===== src/qrps_pkg.sv =====
// Types, constants and corner helpers for the quad random point sampler.
// No dependencies.
package qrps_pkg;

    localparam int RAND_W  = 16;
    localparam int COORD_W = 16;
    localparam int DIFF_W  = COORD_W + 1;
    localparam int SQ_W    = 2 * COORD_W + 1;
    localparam int LEN_W   = 25;
    localparam int RAD_W   = 2 * LEN_W;
    localparam int REM_W   = LEN_W + 2;
    localparam int SUM_W   = LEN_W + 2;
    localparam int PICK_W  = RAND_W + SUM_W;
    localparam int PROD_W  = 2 * DIFF_W;
    localparam int CNT_W   = 5;
    localparam int CFG_W   = 32;
    localparam int IDX_W   = 3;

    typedef enum logic [IDX_W-1:0] {
        REG_CORNER_ONE   = 3'd0,
        REG_CORNER_TWO   = 3'd1,
        REG_CORNER_THREE = 3'd2,
        REG_CORNER_FOUR  = 3'd3,
        REG_EDGE_MODE    = 3'd4
    } qrps_reg_t;

    typedef struct packed {
        logic [3:0][CFG_W-1:0] corner;
        logic                  edge_mode;
    } qrps_cfg_t;

    typedef struct packed {
        logic             busy;
        logic [SUM_W-1:0] run1;
        logic [SUM_W-1:0] run2;
        logic [SUM_W-1:0] run3;
        logic [SUM_W-1:0] total;
    } qrps_sums_t;

    function automatic logic signed [COORD_W-1:0] corner_x(input logic [CFG_W-1:0] c);
        corner_x = $signed(c[31:16]);
    endfunction

    function automatic logic signed [COORD_W-1:0] corner_y(input logic [CFG_W-1:0] c);
        corner_y = $signed(c[15:0]);
    endfunction

endpackage


===== src/qrps_len.sv =====
// Side length sequencer: squares, bit-serial square root, running sums.
// Depends on qrps_pkg.
module qrps_len (
    input  logic               clk,
    input  logic               rst_n,
    input  logic               start,
    input  qrps_pkg::qrps_cfg_t cfg,
    output qrps_pkg::qrps_sums_t sums
);
    import qrps_pkg::*;

    typedef enum logic [4:0] {
        ST_IDLE = 5'b00001,
        ST_SQX  = 5'b00010,
        ST_SQY  = 5'b00100,
        ST_ROOT = 5'b01000,
        ST_SUM  = 5'b10000
    } len_state_t;

    len_state_t state_reg, state_next;
    logic [1:0]       side_reg, side_next;
    logic [SQ_W-1:0]  sq_reg, sq_next;
    logic [RAD_W-1:0] rad_reg, rad_next;
    logic [REM_W-1:0] rem_reg, rem_next;
    logic [LEN_W-1:0] root_reg, root_next;
    logic [CNT_W-1:0] cnt_reg, cnt_next;
    logic [3:0][LEN_W-1:0] len_reg;
    logic [SUM_W-1:0] run1_reg, run2_reg, run3_reg, total_reg;

    logic signed [DIFF_W-1:0] dx, dy;
    logic signed [PROD_W-1:0] dsq;
    logic [SQ_W-1:0]   sq_sum;
    logic [REM_W+1:0]  rem_sh, trial;
    logic [1:0]        side_nx;

    always_comb
    begin
        side_nx = side_reg + 2'd1;
        dx = DIFF_W'(corner_x(cfg.corner[side_nx])) - DIFF_W'(corner_x(cfg.corner[side_reg]));
        dy = DIFF_W'(corner_y(cfg.corner[side_nx])) - DIFF_W'(corner_y(cfg.corner[side_reg]));
        dsq = (state_reg == ST_SQX) ? dx * dx : dy * dy;
        sq_sum = sq_reg + dsq[SQ_W-1:0];
        rem_sh = {rem_reg, rad_reg[RAD_W-1 -: 2]};
        trial  = (REM_W+2)'({root_reg, 2'b01});
    end

    always_comb
    begin
        state_next = state_reg;
        side_next  = side_reg;
        sq_next    = sq_reg;
        rad_next   = rad_reg;
        rem_next   = rem_reg;
        root_next  = root_reg;
        cnt_next   = cnt_reg;
        case (state_reg)
            ST_IDLE: ;
            ST_SQX:
            begin
                sq_next    = dsq[SQ_W-1:0];
                state_next = ST_SQY;
            end
            ST_SQY:
            begin
                rad_next   = {1'b0, sq_sum, 16'b0};
                rem_next   = '0;
                root_next  = '0;
                cnt_next   = '0;
                state_next = ST_ROOT;
            end
            ST_ROOT:
            begin
                rad_next = {rad_reg[RAD_W-3:0], 2'b00};
                cnt_next = cnt_reg + 1'b1;
                if (rem_sh >= trial)
                begin
                    rem_next  = REM_W'(rem_sh - trial);
                    root_next = {root_reg[LEN_W-2:0], 1'b1};
                end
                else
                begin
                    rem_next  = REM_W'(rem_sh);
                    root_next = {root_reg[LEN_W-2:0], 1'b0};
                end
                if (cnt_reg == CNT_W'(LEN_W - 1))
                begin
                    side_next  = side_nx;
                    state_next = (side_reg == 2'd3) ? ST_SUM : ST_SQX;
                end
            end
            ST_SUM: state_next = ST_IDLE;
            default: state_next = ST_IDLE;
        endcase
        if (start)
        begin
            state_next = ST_SQX;
            side_next  = '0;
        end
    end

    always_ff @(posedge clk or negedge rst_n)
    begin
        if (!rst_n)
        begin
            state_reg <= ST_IDLE;
            side_reg  <= '0;
            len_reg   <= '0;
            run1_reg  <= '0;
            run2_reg  <= '0;
            run3_reg  <= '0;
            total_reg <= '0;
        end
        else
        begin
            state_reg <= state_next;
            side_reg  <= side_next;
            if (state_reg == ST_ROOT && cnt_reg == CNT_W'(LEN_W - 1))
                len_reg[side_reg] <= root_next;
            if (state_reg == ST_SUM)
            begin
                run1_reg  <= SUM_W'(len_reg[0]);
                run2_reg  <= SUM_W'(len_reg[0]) + SUM_W'(len_reg[1]);
                run3_reg  <= SUM_W'(len_reg[0]) + SUM_W'(len_reg[1]) + SUM_W'(len_reg[2]);
                total_reg <= SUM_W'(len_reg[0]) + SUM_W'(len_reg[1])
                           + SUM_W'(len_reg[2]) + SUM_W'(len_reg[3]);
            end
        end
    end

    always_ff @(posedge clk)
    begin
        sq_reg   <= sq_next;
        rad_reg  <= rad_next;
        rem_reg  <= rem_next;
        root_reg <= root_next;
        cnt_reg  <= cnt_next;
    end

    assign sums.busy  = (state_reg != ST_IDLE);
    assign sums.run1  = run1_reg;
    assign sums.run2  = run2_reg;
    assign sums.run3  = run3_reg;
    assign sums.total = total_reg;

endmodule


===== config.mk =====
export PLATFORM = sky130hd
export DESIGN_NAME = qrps_len
export DESIGN_NICKNAME = d
export VERILOG_FILES = /design/src/qrps_pkg.sv /design/src/qrps_len.sv
export SDC_FILE = /design/constraint.sdc
export NUM_CORES = 2
export LEC_CHECK = 0
export BUFFER_PORTS_ARGS = -buffer_cell sky130_fd_sc_hd__buf_2
export CORE_ASPECT_RATIO = 1.1
export CORE_UTILIZATION = 40
export DETAILED_ROUTE_END_ITERATION = 10
export PLACE_DENSITY_LB_ADDON = 0.12
export SLEW_MARGIN = 10
export SYNTH_ARGS = -nofsm -noshare
export SYNTH_HDL_FRONTEND = slang
export SYNTH_SLANG_ARGS = --single-unit

===== constraint.sdc =====
create_clock -name clk -period 16.2 [get_ports clk]
set_clock_uncertainty 0.1 [all_clocks]
set_input_delay 3.24 -clock clk [delete_from_list [all_inputs] [get_ports clk]]
set_output_delay 3.24 -clock clk [all_outputs]
set_load 0.02 [all_outputs]

==> out/results.txt <==
startpoint types: input pin
WL/cell: 17.62 um
Routed Antenna Nets: 0
Synth Instances: 4366
WS Path Type: input pin to flip-flop
starting density of the core: 0.4059
H-Tree Depth: 2
die height: 335.5 um
vias in the first global route: 31650
Worst-Skew Late Latency: 0.58 ns
utilization after layout: 0.4472
Detailed Route WL: 103.8 mm
routability cong.: 0.8373
TritonRoute pass-1 iters: 5
Max FO, Critical Path: 18
Initial DRC Count: 1277
commonest non-fill, non-tap cell in the layout: inv_1
Worst Hold Class: flip-flop to flip-flop
Mapped Area: 40440 um2
clock sink count: 335
hpwl dp: 84.36 mm
root buffer cell: clkbuf_16
PortBufs: 236
Compound-Gate Fraction of Synth Area: 0.1183
max-cap violations: 0
post-synthesis mux area share: 0.04353
Final Max Tran Viols: 0
Post-synth ARST share: 0.6328
Avg Cell Area, Syn: 9.262 um2
worst relative slew slack: 0.2757
largest net degree at the start of global routing: 86
most frequent cells in the layout: 813 x inv_1, 610 x nand2_1, 534 x fa_1, 330 x ha_1, 298 x nor2_1
# setup viols final: 0
Post-Synth Adder-Cell Area: 0.3665
Worst-Margin Slew: 1.086 ns
nets@finish: 5566
final clock period utilization by the worst path: 0.8883
largest family of logic cells by synthesized area: adder cells
Synth cell types: 92
grt ovf: 0
most repeated library cell on the critical path: fa_1
CP Data Required Time: 16.40 ns
vias per inst: 5.093
f_max: 69.49 MHz
dpl ws: 1.219 ns
total number of vias: 30010
Area Overhead vs Synth: 10.17%
Seq cells post-synth: 335
synth warn: 0
Simple-Gate Fraction of Synth Area: 0.1174
XOR/XNOR Fraction of Synth Area: 0.04756
top_reg_cell synth: dfrtp_1
Horiz. Die Dim: 305.2 um
Ports: 241
status: finished clean
# hold bufs at CTS: 0
CP max stage cell: fa_1
Final Hold Viols: 0
final worst setup slack: 1.810 ns
sequential share of the synthesized area: 0.2164
CP max stage delay: 0.69 ns
core area: 99620 um2
cts bufs inserted: 40
CP Capture Type: flip-flop
share of layout cells above drive strength 1: 0.1076
TNS Setup: 0 ns
Post-CTS Setup Repair Bufs: 0
ant diodes: 0
row cnt: 121
Tmin final: 14.39 ns
Die Area: 102400 um2
Clock Tree Buf Depth: 3
global-route wire length before repair: 169.1 mm
CP arrival: 14.59 ns
DRC: 0
RSZ-0062 raised after global routing: false
All-Layer GR Usage: 0.2082
initial antenna violation count: 3
max reg flops: 100
EDFF count, synth: 98
clock-pin slew on the worst setup and hold paths: 0.06 ns
CTS tree: built
post-cts sizing count: 0
-- cells by family (layout without fill, tap and decap cells) --
kind of cell,after synthesis,count (layout)
other,1,3
DFF,335,335
muxes,94,94
adders and majority gates,864,864
and+or+nand+nor,1129,1129
buffers and inverters,963,1196
AOI/OAI and AO/OA,763,763
xor gates and xnor gates,217,217
-- layer usage --
layer  vias to the layer above  part of all wire  GRT usage
met5                         -           0.00013          0
met3                       115             0.031    0.01609
met1                     14890              0.42     0.2571
li1                      14460                 -          -
met4                         2             0.022    0.04929
met2                       542              0.52     0.3913
-- worst max-delay path: cells and delay by family --
family | cells | cell delay (ns)
adders and majority gates | 10 | 4.73
AOI/OAI and AO/OA | 17 | 4.53
buffers and inverters | 6 | 0.74
and+or+nand+nor | 4 | 0.60
muxes | 1 | 0.45
xor gates and xnor gates | 2 | 0.29
-- final cells by class --
type | instances | area, um2
well taps | 1291 | 1615
fillers | 9994 | 55070
multi-input cells | 3070 | 28110
inverters | 829 | 3112
clock buffers | 53 | 1091
flip-flops and latches | 335 | 8755
repair buffers | 294 | 1627
clock inverters | 20 | 242.7
-- through the flow --
step	instances	hold WS [ns]	area [um2]
2_1_floorplan	4368	0.3534	40450
3_3_place_gp	5819	0.3535	43220
3_5_place_dp	5819	0.3571	43220
4_1_cts	5892	0.3721	44550
5_1_grt	5892	0.3881	44550
6_report	5892	0.3644	44550
-- Yosys cell counts, drive strengths merged, types with 7 or more instances --
cell / n / share of area
inv: 822 / 0.076
nand2: 612 / 0.057
fa: 534 / 0.26
ha: 330 / 0.10
nor2: 300 / 0.028
o21ai: 248 / 0.031
dfrtp: 211 / 0.13
a21oi: 190 / 0.024
xnor2: 139 / 0.030
clkbuf: 109 / 0.010
edfxtp: 98 / 0.073
a21o: 90 / 0.017
xor2: 78 / 0.017
mux4: 64 / 0.036
nor3: 35 / 0.0045
nand3: 33 / 0.0041
a211oi: 29 / 0.0060
o21bai: 28 / 0.0052
nand2b: 27 / 0.0042
buf: 25 / 0.0032
dfxtp: 25 / 0.012
a22oi: 24 / 0.0045
a31oi: 24 / 0.0039
nor2b: 24 / 0.0037
o31ai: 21 / 0.0039
or3: 20 / 0.0031
and3: 18 / 0.0028
o21a: 16 / 0.0030
and2: 15 / 0.0023
mux2: 15 / 0.0042
mux2i: 15 / 0.0037
o211ai: 15 / 0.0028
or2: 12 / 0.0019
a21boi: 10 / 0.0019
nand4: 8 / 0.0012
clkinv: 7 / 0.00065
-- path summary, 6_finish.rpt --
| path | slack, ns | endpoint | cells past startpoint | start |
|---|---|---|---|---|
| min | 0.36 | run3_reg[5] | 2 | run3_reg[5] |
| max reg2reg | 3.10 | rad_reg[47] | 43 | side_reg[0] |
| max in group asynchronous | 12.06 | run1_reg[22] | 2 | rst_n |
| min in group asynchronous | 2.56 | run1_reg[7] | 1 | rst_n |
| min reg2reg | 0.36 | run3_reg[5] | 2 | run3_reg[5] |
| max | 1.81 | rad_reg[47] | 40 | cfg[33] |
Power is not shown: default switching activity piles up to over one toggle a cycle in this logic, so the estimate is an artifact.
